==> config.mk <==
export PLATFORM = sky130hd
export DESIGN_NAME = pif_front
export DESIGN_NICKNAME = d
export VERILOG_FILES = /design/src/design/pif_pkg.sv /design/src/design/pif_front.sv
export SDC_FILE = /design/constraint.sdc
export NUM_CORES = 1
export LEC_CHECK = 0
export BUFFER_PORTS_ARGS = -buffer_cell sky130_fd_sc_hd__buf_2
export CAP_MARGIN = 25
export CORE_UTILIZATION = 50
export CTS_BUF_LIST = sky130_fd_sc_hd__clkbuf_16
export DETAILED_ROUTE_END_ITERATION = 8
export PLACE_DENSITY = 0.73
export SLEW_MARGIN = 20
export SYNTH_ARGS = -nofsm -noshare
export SYNTH_HDL_FRONTEND = slang
export SYNTH_SLANG_ARGS = --single-unit
==> constraint.sdc <==
create_clock -name clk -period 6.8 [get_ports clk]
set_input_delay 0.34 -clock clk [delete_from_list [all_inputs] [get_ports clk]]
set_output_delay 0.34 -clock clk [all_outputs]
set_load 0.1 [all_outputs]
==> src/design/pif_pkg.sv <==
package pif_pkg;

	// input item
	typedef struct packed {
		logic [63:0] value;
		logic [2:0]  conversion_kind;
		logic [2:0]  length_mod;
		logic [4:0]  format_flags;
		logic [6:0]  min_width;
		logic [5:0]  digit_precision;
		logic        precision_given;
	} pif_in_t;

	// result item
	typedef struct packed {
		logic [7:0] out_char;
		logic       last_char;
		logic       empty_result;
	} pif_out_t;

	// conversion codes
	localparam logic [2:0] KIND_D = 3'd0;
	localparam logic [2:0] KIND_U = 3'd1;
	localparam logic [2:0] KIND_O = 3'd2;
	localparam logic [2:0] KIND_X = 3'd3;
	localparam logic [2:0] KIND_XU = 3'd4;

	// length modifier codes
	localparam logic [2:0] MOD_NONE = 3'd0;
	localparam logic [2:0] MOD_HH = 3'd1;
	localparam logic [2:0] MOD_H = 3'd2;

	// base codes
	typedef enum logic [1:0] {
		BASE_10 = 2'd0,
		BASE_8  = 2'd1,
		BASE_16 = 2'd2
	} pif_base_t;

	localparam int MAX_DIGITS = 22;
	localparam int DIG_W = 5;

	localparam logic [7:0] CH_SPACE = 8'h20;
	localparam logic [7:0] CH_ZERO = 8'h30;
	localparam logic [7:0] CH_PLUS = 8'h2B;
	localparam logic [7:0] CH_MINUS = 8'h2D;

	// classified job handed from front to back
	typedef struct packed {
		logic [63:0] mag;
		pif_base_t   base;
		logic        no_digits;
		logic        lower;
		logic        alt_oct;
		logic        pre_hex;
		logic [7:0]  sign_ch;
		logic        minus;
		logic        zero_pad;
		logic [6:0]  width;
		logic [5:0]  prec;
	} pif_job_t;

	// digit character
	function automatic logic [7:0] hex_char(input logic [3:0] d, input logic lower);
		logic [7:0] c;
		if (d < 4'd10) begin
			c = CH_ZERO + {4'd0, d};
		end else begin
			c = (lower ? 8'h61 : 8'h41) + {4'd0, d} - 8'd10;
		end
		return c;
	endfunction

endpackage

==> src/design/pif_front.sv <==
module pif_front
	import pif_pkg::*;
#(
	parameter int MAX_CHARS = 64
) (
	input  logic     clk,
	input  logic     arst_n,
	input  logic     in_valid,
	output logic     in_ready,
	input  pif_in_t  in_data,
	output logic     job_valid,
	input  logic     job_ready,
	output pif_job_t job_data
);

	// two-entry queue toward the back part
	pif_job_t q_mem_q [2];
	logic     wr_ptr_q, rd_ptr_q;
	logic [1:0] cnt_q;
	pif_job_t job_c;

	// classify the item
	always_comb begin
		logic [2:0]  kind;
		logic [63:0] v, m;
		logic        neg;
		logic [6:0]  w;
		logic [5:0]  p;
		kind = (in_data.conversion_kind > KIND_XU) ? KIND_U : in_data.conversion_kind;
		unique case (in_data.length_mod)
			MOD_NONE: v = {32'd0, in_data.value[31:0]};
			MOD_HH:   v = {56'd0, in_data.value[7:0]};
			MOD_H:    v = {48'd0, in_data.value[15:0]};
			default:  v = in_data.value;
		endcase
		neg = 1'b0;
		if (kind == KIND_D) begin
			unique case (in_data.length_mod)
				MOD_NONE: neg = v[31];
				MOD_HH:   neg = v[7];
				MOD_H:    neg = v[15];
				default:  neg = v[63];
			endcase
		end
		m = v;
		if (neg) begin
			unique case (in_data.length_mod)
				MOD_NONE: m = {32'd0, 32'd0 - v[31:0]};
				MOD_HH:   m = {56'd0, 8'd0 - v[7:0]};
				MOD_H:    m = {48'd0, 16'd0 - v[15:0]};
				default:  m = 64'd0 - v;
			endcase
		end
		w = (in_data.min_width > 7'(MAX_CHARS)) ? 7'(MAX_CHARS) : in_data.min_width;
		p = !in_data.precision_given ? 6'd1 :
			(in_data.digit_precision > 6'(MAX_CHARS - 4)) ? 6'(MAX_CHARS - 4) :
			in_data.digit_precision;
		job_c.mag = m;
		job_c.base = (kind == KIND_O) ? BASE_8 : (kind >= KIND_X) ? BASE_16 : BASE_10;
		job_c.no_digits = (m == 64'd0) && (p == 6'd0);
		job_c.lower = (kind == KIND_X);
		job_c.alt_oct = in_data.format_flags[0] && (kind == KIND_O);
		job_c.pre_hex = in_data.format_flags[0] && (kind >= KIND_X) && (m != 64'd0);
		job_c.sign_ch = 8'd0;
		if (kind == KIND_D) begin
			job_c.sign_ch = neg ? CH_MINUS : in_data.format_flags[3] ? CH_PLUS :
				in_data.format_flags[4] ? CH_SPACE : 8'd0;
		end
		job_c.minus = in_data.format_flags[2];
		job_c.zero_pad = in_data.format_flags[1] && !in_data.precision_given;
		job_c.width = w;
		job_c.prec = p;
	end

	assign in_ready = (cnt_q != 2'd2);
	assign job_valid = (cnt_q != 2'd0);
	assign job_data = q_mem_q[rd_ptr_q];

	// queue storage
	always_ff @(posedge clk) begin
		if (in_valid && in_ready) begin
			q_mem_q[wr_ptr_q] <= job_c;
		end
	end

	// queue pointers
	always_ff @(posedge clk or negedge arst_n) begin
		if (!arst_n) begin
			wr_ptr_q <= 1'b0;
			rd_ptr_q <= 1'b0;
			cnt_q <= 2'd0;
		end else begin
			if (in_valid && in_ready) wr_ptr_q <= ~wr_ptr_q;
			if (job_valid && job_ready) rd_ptr_q <= ~rd_ptr_q;
			cnt_q <= cnt_q + {1'b0, in_valid && in_ready} - {1'b0, job_valid && job_ready};
		end
	end

endmodule

Word level (Yosys, flattened, before mapping)
Memories as Yosys holds them, arrays and structs flattened.
Cells that the tools add are included.
- register bits after elaboration: 4
- bits in writable memories: 182
- word-level logic and storage cells: 52
- memories kept: 1
- add/subtract/negate cells: 6
- magnitude comparators: 4
- eq/ne operators: 5
- muxes and demuxes: 17
- bitwise gates (word level): 2
- reductions and logical operators: 14
- memory list (memory ; words ; bits a word ; rd ports ; clocked after Yosys merged registers in ; wr ports ; line ; RTL):
    q_mem_q ; 2 ; 91 ; 1 ; 0 ; 1 ; pif_front.sv:17 ; pif_job_t q_mem_q [2];
- operators with widths (operator ; count):
    case mux 64 bit (3 select lines) ; 2
    zero test 64 bit ; 1
    2-to-1 mux 64 bit ; 1
    nonzero test 64 bit ; 1
    subtractor 1 x 64 -> 64 bit, first input constant ; 1
    2-to-1 mux 6 bit ; 6
    subtractor 1 x 32 -> 32 bit, first input constant ; 1
    subtractor 1 x 16 -> 16 bit, first input constant ; 1
    equality test 3 x 2 -> 1 bit, second input constant ; 3
    subtractor 1 x 8 -> 8 bit, first input constant ; 1
    greater-than comparator 7 bit, second input constant ; 1
    logical AND 1 bit ; 7
    2-to-1 mux 7 bit ; 1
    greater-than comparator 6 bit, second input constant ; 1
    zero test 3 bit ; 2
    zero test 6 bit ; 1
    2-to-1 mux 2 bit ; 2
    equality test 3 x 1 -> 1 bit, second input constant ; 1
    greater-or-equal comparator 3 x 2 -> 1 bit, second input constant ; 1
    greater-than comparator 3 bit, second input constant ; 1
    2-to-1 mux 1 bit ; 3
    2-to-1 mux 3 bit ; 1
    case mux 1 bit (3 select lines) ; 1
    adder 2 x 1 -> 2 bit ; 1
    5 further kinds ; 6

Depth between registers and ports, before layout
Gate-level depths: netlist (run 1).
- depth in word-level cells: 7
- depth in mapped cells: 14

Worst setup path before layout (run 1)
Ideal clock, no wire load.
- path kind: flip-flop to flip-flop
- start: reg cnt_q[0]
- end: mem q_mem_q[0][0] in the netlist's numbering, enable pin
- setup time: 538 ps
- arrival: 5149 ps
- data required time: 6262 ps
- slack: 1113 ps
- stages on the path, launching flop included: 4
- buffers on the path: 0
- clock period less this slack: 5687 ps
- cells stage by stage: dfrtp_1 -> nand2b_1 -> nand2_1 -> nor2_1
- longest elaborated chain between the ends: 4
- RTL lines (item ; line ; RTL):
    start, declared ; pif_front.sv:19 ; logic [1:0] cnt_q;
    start signal, assigned ; pif_front.sv:95 ; cnt_q <= cnt_q + {1'b0, in_valid && in_ready} - {1'b0, job_valid && job_ready};
    inequality test 2 bit ; pif_front.sv:75 ; assign in_ready = (cnt_q != 2'd2);
    net in_ready ; pif_front.sv:9 ; output logic in_ready,
    logical AND 1 bit ; pif_front.sv:81 ; if (in_valid && in_ready) begin
    2-to-1 mux 1 bit ; pif_front.sv:81 ;
    2-to-1 mux 1 bit (implied by the code) ; pif_front.sv:82 ; q_mem_q[wr_ptr_q] <= job_c;
    end, declared ; pif_front.sv:17 ;
The timed path passes the listed nets, and every way through them passes these cells.

==> impl_metrics.json, run 1 <==
{
  "number_of_synthesized_register_bits": 182,
  "die_area_mm2": 0.01954,
  "maximum_number_of_buffers_from_clock_root_to_sink": 2,
  "vias": 6837,
  "failed_checks": "DRC",
  "final_hold_viol_count": 0,
  "synth_largest_area_cell": "sky130_fd_sc_hd__edfxtp_1",
  "mean_post_synth_cell_area_um2": 12.49,
  "clock_tree.root_cell": "sky130_fd_sc_hd__clkbuf_16",
  "worstReg2RegEnd": "q_mem_q[0][30]",
  "vdd_drop_max_v": 0.0002849,
  "globalRouteMet3Util": 0.04611,
  "die_h_um": 139.8,
  "timing_worst_slew_pin_value_ns": 0.9065,
  "die_w_um": 139.8,
  "post_cts.resized_instances": 0,
  "worst_slew_margin_rel": 0.3957,
  "firstDrtPassIters": 7,
  "power_density_mw_per_mm2": 500.1,
  "syn-cell-area_mm2": 0.009494,
  "drt_iter0_drc": 571,
  "outcome": "finished with violations",
  "crit-reg2reg-launch": "cnt_q[1]",
  "rsz0062_at_grt": "no",
  "timing.hold.worst.start": "in_data[16]",
  "detail_route.vias_per_cell": 5.859,
  "critical_path.startpoint_type": "input pin",
  "cell_depth_of_the_worst_min_delay_path": 1,
  "timing.final.max_slew_violations": 0,
  "max_cap_violations": 0,
  "initial_antenna_violation_count": 1,
  "detailedPlacementHpwl_um": 16050,
  "setup_total_negative_slack_ns": 0,
  "period_minus_slack_ns": 4.315,
  "crit_path_max_fanout": 48,
  "min_period_over_period": 0.6346,
  "routabilityCongestion": 0.8810,
  "layout_commonest_cell": "sky130_fd_sc_hd__buf_2",
  "drc": 2,
  "post_route_cells_drive_above_1_share": 0.3616,
  "maxClockFrequency_mhz": 231.8,
  "number_of_flops_mapped_to_enable_cells_by_yosys": 178,
  "grt_max_degree": 67,
  "final_nets": 1015,
  "io_pins": 188,
  "leakage_nw": 4.088,
  "yosysTopAreaCellShare": 0.5630,
  "post_drt_wl_per_cell_um": 19.50,
  "criticalPathCategory": "in2reg",
  "met2_track_demand_over_resource": 0.3758,
  "path_clk_slew_ns": 0.07,
  "grt.total_usage": 0.2375,
  "grt-ovfl-total": 0,
  "grtUsageMet1": 0.3263,
  "grt_pass1_wl_um": 35510,
  "final_antenna_net_count": 0,
  "cts-buffers-inserted": 17,
  "clock_latency_ns": 0.43,
  "holdPathEnd": "q_mem_q[0][14]",
  "tritoncts": "yes",
  "area.growth.synth_to_final_pct": 17.49,
  "grt_pass1_vias": 6563,
  "design.core.area_mm2": 0.01864,
  "std_cell_rows": 50,
  "postPlaceCellArea_mm2": 0.01054,
  "share_of_async_settable_or_async_resettable_flops_after_synthesis": 0.02198,
  "grt.busiest_layer": "met2",
  "setup-violations-final": 0,
  "synthFlopType": "sky130_fd_sc_hd__edfxtp_1",
  "worst-endpoint-required_ns": 7.00,
  "timing.reg2reg.setup_slack_ns": 4.30,
  "layout_common_cells": "184 x sky130_fd_sc_hd__buf_2, 178 x sky130_fd_sc_hd__edfxtp_1, 92 x sky130_fd_sc_hd__mux2_2, 78 x sky130_fd_sc_hd__nor2_1, 36 x sky130_fd_sc_hd__nand2_1",
  "sequential_element_share_of_the_synthesized_area": 0.5735,
  "drt_wl_total_um": 22760,
  "ff2ff_path_depth": 4,
  "synth_area_leaders": "sky130_fd_sc_hd__edfxtp_1 56%, sky130_fd_sc_hd__mux2_2 11%, sky130_fd_sc_hd__xnor2_1 3.2%",
  "ys.warnings.count": 0,
  "worstHoldPathType": "in2reg",
  "total_setup_buffers_inserted_after_cts": 0,
  "layout.core_utilization": 0.5983,
  "floorplan.initialDensity": 0.5093,
  "synth.lib_cells_used.distinct": 66,
  "timing.clock.skew_ns": 0.008137,
  "syn_inst": 760,
  "worst_setup_path_end_kind": "register",
  "arrival_ns": 4.52,
  "final_design_area_no_fill_mm2": 0.01115,
  "h-tree-depth": 4,
  "place.port_buffers": 184,
  "clock-sinks": 182
}
## how the worst max path moves through the flow
stage | startpoint | endpoint | slack, ns | depth (start not counted)
finish | in_data[20] | q_mem_q[0][24] | 2.49 | 12
global route | in_data[20] | q_mem_q[0][24] | 2.26 | 12
CTS | in_data[20] | q_mem_q[1][21] | 2.58 | 12
detailed placement | in_data[20] | q_mem_q[0][21] | 2.14 | 12
global placement | in_data[20] | q_mem_q[0][21] | 2.24 | 12
floorplan | cnt_q[0] | q_mem_q[0][0] | 1.11 | 3
## cells by family (layout without fill, tap and decap cells)
family | Yosys count | in the layout | synth area share
compound gates | 109 | 109 | 0.08487
xor+xnor | 55 | 55 | 0.05074
fa+ha+maj | 3 | 3 | 0.003954
buf+inv | 63 | 233 | 0.02912
flops | 182 | 182 | 0.5735
mux | 103 | 103 | 0.1207
other cells | 1 | 4 | 0.0003950
simple gates | 244 | 244 | 0.1367
## cells in the mapped netlist (7+ instances only)
master and number:
sky130_fd_sc_hd__and2_1 12, sky130_fd_sc_hd__or3_1 11, sky130_fd_sc_hd__a41oi_1 7, sky130_fd_sc_hd__or4_1 13
sky130_fd_sc_hd__edfxtp_1 178, sky130_fd_sc_hd__clkbuf_1 33, sky130_fd_sc_hd__nor2_1 79, sky130_fd_sc_hd__mux2i_1 11
sky130_fd_sc_hd__nor3_1 16, sky130_fd_sc_hd__a21oi_1 18, sky130_fd_sc_hd__nand2b_1 13, sky130_fd_sc_hd__o41ai_1 9
sky130_fd_sc_hd__buf_2 8, sky130_fd_sc_hd__xor2_1 20, sky130_fd_sc_hd__nor4_1 18, sky130_fd_sc_hd__xnor2_1 35
sky130_fd_sc_hd__nor2b_1 8, sky130_fd_sc_hd__inv_1 11, sky130_fd_sc_hd__nand2_1 36, sky130_fd_sc_hd__o21ai_0 17
sky130_fd_sc_hd__a211oi_1 7, sky130_fd_sc_hd__a31oi_1 16, sky130_fd_sc_hd__mux2_2 92
## repair_timing
action,CTS,global route
endpoints found under the setup margin,0,0
hold buffers,1,0
hold endpoints to repair,4,0
## routing by layer
layer	vias up	share of wire
li1	3201	-
met1	3307	0.44
met2	289	0.47
met3	40	0.067
met4	0	0.024
met5	-	0
## critical path: stages
cell and delay [ns]:
sky130_fd_sc_hd__buf_2 0.17, sky130_fd_sc_hd__mux2_2 0.36, sky130_fd_sc_hd__o32ai_2 0.61, sky130_fd_sc_hd__or2_2 0.84, sky130_fd_sc_hd__inv_1 0.09, sky130_fd_sc_hd__buf_4 0.28
sky130_fd_sc_hd__o31ai_1 0.14, sky130_fd_sc_hd__mux2i_1 0.16, sky130_fd_sc_hd__or4_4 0.55, sky130_fd_sc_hd__nor4b_2 0.33, sky130_fd_sc_hd__o2111ai_1 0.23, sky130_fd_sc_hd__nor4_1 0.39
## flip-flops by register name, indices dropped and copies added, names as in the netlist
| signal | count |
|---|---|
| cnt_q | 2 |
| wr_ptr_q | 1 |
| q_mem_q | 178 |
| rd_ptr_q | 1 |
## where the power goes
part           switching [mW]  leakage (nW)  internal (mW)
Sequential             0.0852          1.73           1.56
Combinational            2.41          2.07          0.522
Clock                   0.422         0.298          0.581
Total                    2.92          4.09           2.66
## metrics by stage
stage	setup WS (ns)	instances	total power, mW	hold slack, ns
global route	2.258	1167	5.755	0.08483
CTS	2.579	1166	5.613	0.08995
floorplan	1.113	762	4.183	0.04441
global placement	2.243	1133	4.592	0.1544
detailed placement	2.144	1133	4.607	0.1560
finish	2.485	1167	5.579	0.09996
## cell type report
cell class | instances | area, um2
fill | 1513 | 7488
sequential | 182 | 5449
multi-input combinational | 517 | 3796
timing repair buffer | 190 | 968.4
clock buffer | 17 | 425.4
tap | 234 | 292.8
clock inverter | 15 | 178.9
inverter | 11 | 41.29
antenna | 1 | 2.502
(Power assumes the default switching activity.)
==> run 2, diff against run 1 <==
==> constraint.sdc (replaced) <==
create_clock -name clk -period 4.5 [get_ports clk]
set_input_delay 0.225 -clock clk [delete_from_list [all_inputs] [get_ports clk]]
set_output_delay 0.225 -clock clk [all_outputs]
set_load 0.1 [all_outputs]
==> run 2 against run 1 <==
Compared with the run above:
- the run still ends with DRC left
- power up 51%
- global-route usage rose by 0.095 points
- highest routed layer is now met5
- critical endpoint is now q_mem_q[1][21]
- largest cell class unchanged
- count of clock-buffer cells in the layout unchanged
==> impl_metrics.json, run 2 (synthesis gave the netlist of run 1 again) <==
{
  "outcome": "finished with violations",
  "failed_checks": "DRC",
  "worstHoldPathType": "in2reg",
  "routabilityCongestion": 0.8764,
  "drt_wl_total_um": 23250,
  "crit_chain": "dlygate4sd3_1 -> buf_2 -> inv_1 -> ha_1 -> or4b_2 -> or2_2 -> nor2_2 -> a31oi_1 -> mux2i_1 -> or4_4 -> nor4b_2 -> o2111ai_1 -> o311a_1",
  "grt.total_usage": 0.2385,
  "final.hold.worst_slack_ns": 0.08637,
  "min_period_over_period": 0.9462,
  "vdd_drop_max_v": 0.0003819,
  "worst_slew_margin_rel": 0.3468,
  "power_density_mw_per_mm2": 749.4,
  "detail_route.vias_per_cell": 5.891,
  "setup_total_negative_slack_ns": 0,
  "path_clk_slew_ns": 0.06,
  "die_w_um": 139.8,
  "maxClockFrequency_mhz": 234.9,
  "clock_tree.root_cell": "sky130_fd_sc_hd__clkbuf_16",
  "layout_commonest_cell": "sky130_fd_sc_hd__buf_2",
  "top_regs": "q_mem_q: 178 flops, cnt_q: 2 flops",
  "setup-violations-final": 0,
  "grt_max_degree": 69,
  "post_drt_wl_per_cell_um": 19.70,
  "timing.final.max_slew_violations": 0,
  "final_antenna_net_count": 0,
  "std_cell_rows": 50,
  "largest_register_ffs": 178,
  "arrival_ns": 4.43,
  "vias": 6951,
  "initial_antenna_violation_count": 3,
  "area.growth.synth_to_final_pct": 18.44,
  "die_h_um": 139.8,
  "final_nets": 1028,
  "drc": 4,
  "criticalPathCategory": "in2reg",
  "grt_pass1_vias": 6658,
  "cts-buffers-inserted": 17,
  "detailedPlace.worstSlack_ns": 0.4616,
  "globalRouteMet3Util": 0.06607,
  "drt_iter0_drc": 566,
  "worst-endpoint-required_ns": 4.67,
  "clock_latency_ns": 0.43,
  "h-tree-depth": 4,
  "worst_path_max_delay_cell": "sky130_fd_sc_hd__or4b_2",
  "critical_path.startpoint_type": "input pin",
  "crit_path_max_fanout": 9,
  "final_hold_viol_count": 0,
  "post_route_cells_drive_above_1_share": 0.3712,
  "worst_setup_path_end_kind": "register",
  "max_cap_violations": 0,
  "place.port_buffers": 184,
  "critPathMaxStageDelay_ns": 0.71,
  "met2_track_demand_over_resource": 0.3792,
  "timing_worst_slew_pin_value_ns": 0.9798,
  "floorplan.initialDensity": 0.5093,
  "grt.busiest_layer": "met2",
  "period_minus_slack_ns": 4.258,
  "grtUsageMet1": 0.3124,
  "maximum_number_of_buffers_from_clock_root_to_sink": 2,
  "max_flop_register": "q_mem_q",
  "rsz0062_at_grt": "no",
  "postLayoutSetupSlackWorst_ns": 0.2420,
  "io_pins": 188,
  "total_setup_buffers_inserted_after_cts": 0,
  "number_of_buffers_and_inverters_on_the_critical_path": 3,
  "detailedPlacementHpwl_um": 16390,
  "clock-sinks": 182,
  "die_area_mm2": 0.01954,
  "timing.clock.skew_ns": 0.007578,
  "layout_common_cells": "184 x sky130_fd_sc_hd__buf_2, 178 x sky130_fd_sc_hd__edfxtp_1, 92 x sky130_fd_sc_hd__mux2_2, 77 x sky130_fd_sc_hd__nor2_1, 36 x sky130_fd_sc_hd__nand2_1",
  "critical_path.top_delay_family": "simple AND/OR/NAND/NOR gates",
  "grt_pass1_wl_um": 35750,
  "design.core.area_mm2": 0.01864,
  "firstDrtPassIters": 7,
  "grt-ovfl-total": 0,
  "finalPower_mw": 8.427,
  "leakage_nw": 4.150,
  "tritoncts": "yes"
}
run 2: cell types whose count changed in the layout (fill, tap and decap cells not counted), sizes merged:
cell and delta:
clkinv +1, dlygate4sd3 +2, clkinvlp -2, bufinv -1
diode +2, buf +11
run 2: final cells by class:
cell class / instances / area [um2]
Antenna cell: 3 / 7.507
Clock buffer: 17 / 425.4
Clock inverter: 13 / 146.4
Fill cell: 1507 / 7398
Inverter: 11 / 41.29
Multi-Input combinational cell: 517 / 3799
Sequential cell: 182 / 5449
Tap cell: 234 / 292.8
Timing Repair Buffer: 203 / 1084
run 2: report_power, final:
group          total (mW)  switching [mW]  internal, mW
registers            2.55           0.200          2.35
clock network        1.47           0.649         0.823
logic                4.40            3.60         0.804
total                8.43            4.45          3.98
run 2: what timing repair did:
action                                  CTS  global route
hold buffers                              3             0
resized for setup                         0             1
endpoints found under the setup margin    0             2
hold endpoints to repair                  8             0
run 2: per-stage QoR:
stage	instances	utilization	instance area, um2
finish	1180	0.6032	11240
global route	1178	0.6029	11240
CTS	1177	0.6026	11230
detailed placement	1144	0.5703	10630
global placement	1144	0.5703	10630
floorplan	762	-	9504
run 2: worst paths after layout:
path	start	endpoint	slack, ns	cells past startpoint
setup / recovery	in_data[25]	q_mem_q[1][21]	0.24	13
hold / removal	in_data[13]	q_mem_q[1][12]	0.09	1
setup reg to reg	cnt_q[0]	q_mem_q[1][42]	2.29	3
hold reg to reg	cnt_q[0]	cnt_q[0]	0.55	1
max in group asynchronous	arst_n	rd_ptr_q	4.24	2
min in group asynchronous	arst_n	cnt_q[1]	0.13	2
run 2: routing by layer:
layer / wire length (um) / up-vias / share of wire
met3: 1638 / 49 / 0.070
li1: - / 3228 / -
met1: 10240 / 3392 / 0.44
met4: 567 / 2 / 0.024
met2: 10790 / 280 / 0.46
met5: 12 / - / 0.00052
==> run 3, diff against run 2 <==
--- a/config.mk
+++ b/config.mk
@@ -7,10 +7,10 @@
 export LEC_CHECK = 0
 export BUFFER_PORTS_ARGS = -buffer_cell sky130_fd_sc_hd__buf_2
 export CAP_MARGIN = 25
-export CORE_UTILIZATION = 50
+export CORE_UTILIZATION = 45
 export CTS_BUF_LIST = sky130_fd_sc_hd__clkbuf_16
 export DETAILED_ROUTE_END_ITERATION = 8
-export PLACE_DENSITY = 0.73
+export PLACE_DENSITY = 0.67
 export SLEW_MARGIN = 20
 export SYNTH_ARGS = -nofsm -noshare
 export SYNTH_HDL_FRONTEND = slang
==> run 3 against run 2 <==
Compared with the run above:
- the flow now finishes without violations
- first-iteration DRC count grew 9.2%
- setup slack gained 0.60 ns
- sequential cell count is the same
- register-to-register slack lost 0.18 ns
- global-route usage shrank 1.8 points
- cell count grew 3.3%
- die area grew 11%
- largest power group unchanged
==> impl_metrics.json, run 3 (synthesis gave the netlist of run 1 again) <==
{
  "drt_iter0_drc": 618,
  "clock_latency_ns": 0.43,
  "post_cts.resized_instances": 0,
  "layout_commonest_cell": "sky130_fd_sc_hd__buf_2",
  "period_minus_slack_ns": 3.661,
  "arrival_ns": 3.84,
  "final_hold_viol_count": 0,
  "post_route_cells_drive_above_1_share": 0.3706,
  "crit_path_max_fanout": 8,
  "timing.clock.skew_ns": 0.009648,
  "setup-violations-final": 0,
  "drc": 0,
  "io_pins": 188,
  "grt_pass1_vias": 6578,
  "final_nets": 1030,
  "seq_power_share": 0.301,
  "area.growth.synth_to_final_pct": 18.66,
  "floorplan.initialDensity": 0.4647,
  "vdd_drop_max_v": 0.0004398,
  "die_area_mm2": 0.02168,
  "final_antenna_net_count": 0,
  "dp_cells": 1183,
  "power_frac_comb": 0.529,
  "routabilityCongestion": 0.8670,
  "worst_slew_margin_rel": 0.3311,
  "power.clock.fraction": 0.169,
  "largest_register_ffs": 178,
  "maximum_number_of_buffers_from_clock_root_to_sink": 2,
  "worst_setup_path_end_kind": "register",
  "h-tree-depth": 4,
  "p_int_mw": 3.918,
  "switching_fraction_of_total_power": 0.5314,
  "max_cap_violations": 0,
  "timing_worst_slew_pin_value_ns": 1.003,
  "tritoncts": "yes",
  "clock-sinks": 182,
  "grt.total_usage": 0.2206,
  "cts-buffers-inserted": 17,
  "post_drt_wl_per_cell_um": 19.36,
  "worstHoldPathType": "in2reg",
  "leakage_nw": 4.144,
  "clock_tree.root_cell": "sky130_fd_sc_hd__clkbuf_16",
  "criticalPathCategory": "in2reg",
  "max_flop_register": "q_mem_q",
  "setup_total_negative_slack_ns": 0,
  "finalPower_mw": 8.363,
  "power_density_mw_per_mm2": 742.3,
  "detailedPlacementHpwl_um": 16880,
  "design.core.area_mm2": 0.02043,
  "post_layout_nonfiller_instances": 1219,
  "path_clk_slew_ns": 0.07,
  "std_cell_rows": 52,
  "drt_wl_total_um": 23600,
  "rsz0062_at_grt": "no",
  "final_design_area_no_fill_mm2": 0.01127,
  "postPlaceCellArea_mm2": 0.01069,
  "maxClockFrequency_mhz": 273.1,
  "grt-ovfl-total": 0,
  "power.switching_mw": 4.444,
  "outcome": "finished clean",
  "place.port_buffers": 184,
  "vias": 6939,
  "die_h_um": 147.3,
  "top_regs": "q_mem_q: 178 flops, cnt_q: 2 flops",
  "layout_common_cells": "184 x sky130_fd_sc_hd__buf_2, 178 x sky130_fd_sc_hd__edfxtp_1, 92 x sky130_fd_sc_hd__mux2_2, 78 x sky130_fd_sc_hd__nor2_1, 36 x sky130_fd_sc_hd__nand2_1",
  "die_w_um": 147.3,
  "critical_path.startpoint_type": "input pin",
  "detail_route.vias_per_cell": 5.692,
  "initial_antenna_violation_count": 2,
  "min_period_over_period": 0.8136,
  "worst-endpoint-required_ns": 4.68,
  "firstDrtPassIters": 6,
  "grt_pass1_wl_um": 36490,
  "final.hold.worst_slack_ns": 0.01752,
  "timing.final.max_slew_violations": 0,
  "grt_max_degree": 69
}
run 3: through the flow:
step                setup slack, ns  utilization
floorplan                    0.3066            -
global placement             0.4527       0.5232
detailed placement           0.4517       0.5232
finish                       0.8388       0.5514
CTS                          0.8660       0.5512
global route                 0.7098       0.5513
run 3: power by group through the flow:
| stage | Combinational, mW | Clock, mW | Sequential (mW) |
|---|---|---|---|
| final | 4.43 | 1.42 | 2.52 |
| after global routing | 4.57 | 1.51 | 2.56 |
| after detailed placement | 4.44 | 0 | 2.56 |
| after floorplan | 3.84 | 0 | 2.47 |
| after global placement | 4.44 | 0 | 2.54 |
| after CTS | 4.46 | 1.44 | 2.53 |
run 3: layout make-up:
| type | count | area (um2) |
|---|---|---|
| fillers | 1811 | 9164 |
| flip-flops and latches | 182 | 5449 |
| multi-input cells | 517 | 3796 |
| repair buffers | 205 | 1084 |
| clock buffers | 17 | 425.4 |
| well taps | 270 | 337.8 |
| clock inverters | 15 | 127.6 |
| inverters | 11 | 41.29 |
| diodes | 2 | 5.005 |
run 3: critical path, cell delays in order:
cell and delay, ns:
sky130_fd_sc_hd__buf_2 0.13, sky130_fd_sc_hd__or4_4 0.61, sky130_fd_sc_hd__or4b_2 0.71, sky130_fd_sc_hd__a211oi_2 0.42, sky130_fd_sc_hd__a31oi_1 0.18, sky130_fd_sc_hd__mux2i_1 0.22, sky130_fd_sc_hd__or4_4 0.50, sky130_fd_sc_hd__nor4b_2 0.29
sky130_fd_sc_hd__o2111ai_1 0.21, sky130_fd_sc_hd__o311a_1 0.34
run 3: final timing paths:
path                              from        endpoint  slack, ns  cells after the start
hold reg to reg               cnt_q[0]        cnt_q[0]       0.52                      1
max in group asynchronous       arst_n        rd_ptr_q       4.22                      2
setup reg to reg              cnt_q[1]  q_mem_q[0][64]       2.11                      4
hold / removal             in_data[25]  q_mem_q[1][27]       0.02                      1
min in group asynchronous       arst_n        rd_ptr_q       0.14                      2
setup / recovery           in_data[44]  q_mem_q[0][21]       0.84                     10
run 3: layer usage:
metal  routed length (um)  up-vias  global-route usage
li1                     -     3237                   -
met5                   13        -                   0
met3                 1469       29             0.04596
met4                  382        2             0.07423
met2                10940      266              0.3434
met1                10790     3405              0.3072
run 3: timing repair:
action,in CTS,in global routing
setup buffers,0,0
hold buffers,2,0
hold endpoints to repair,6,0
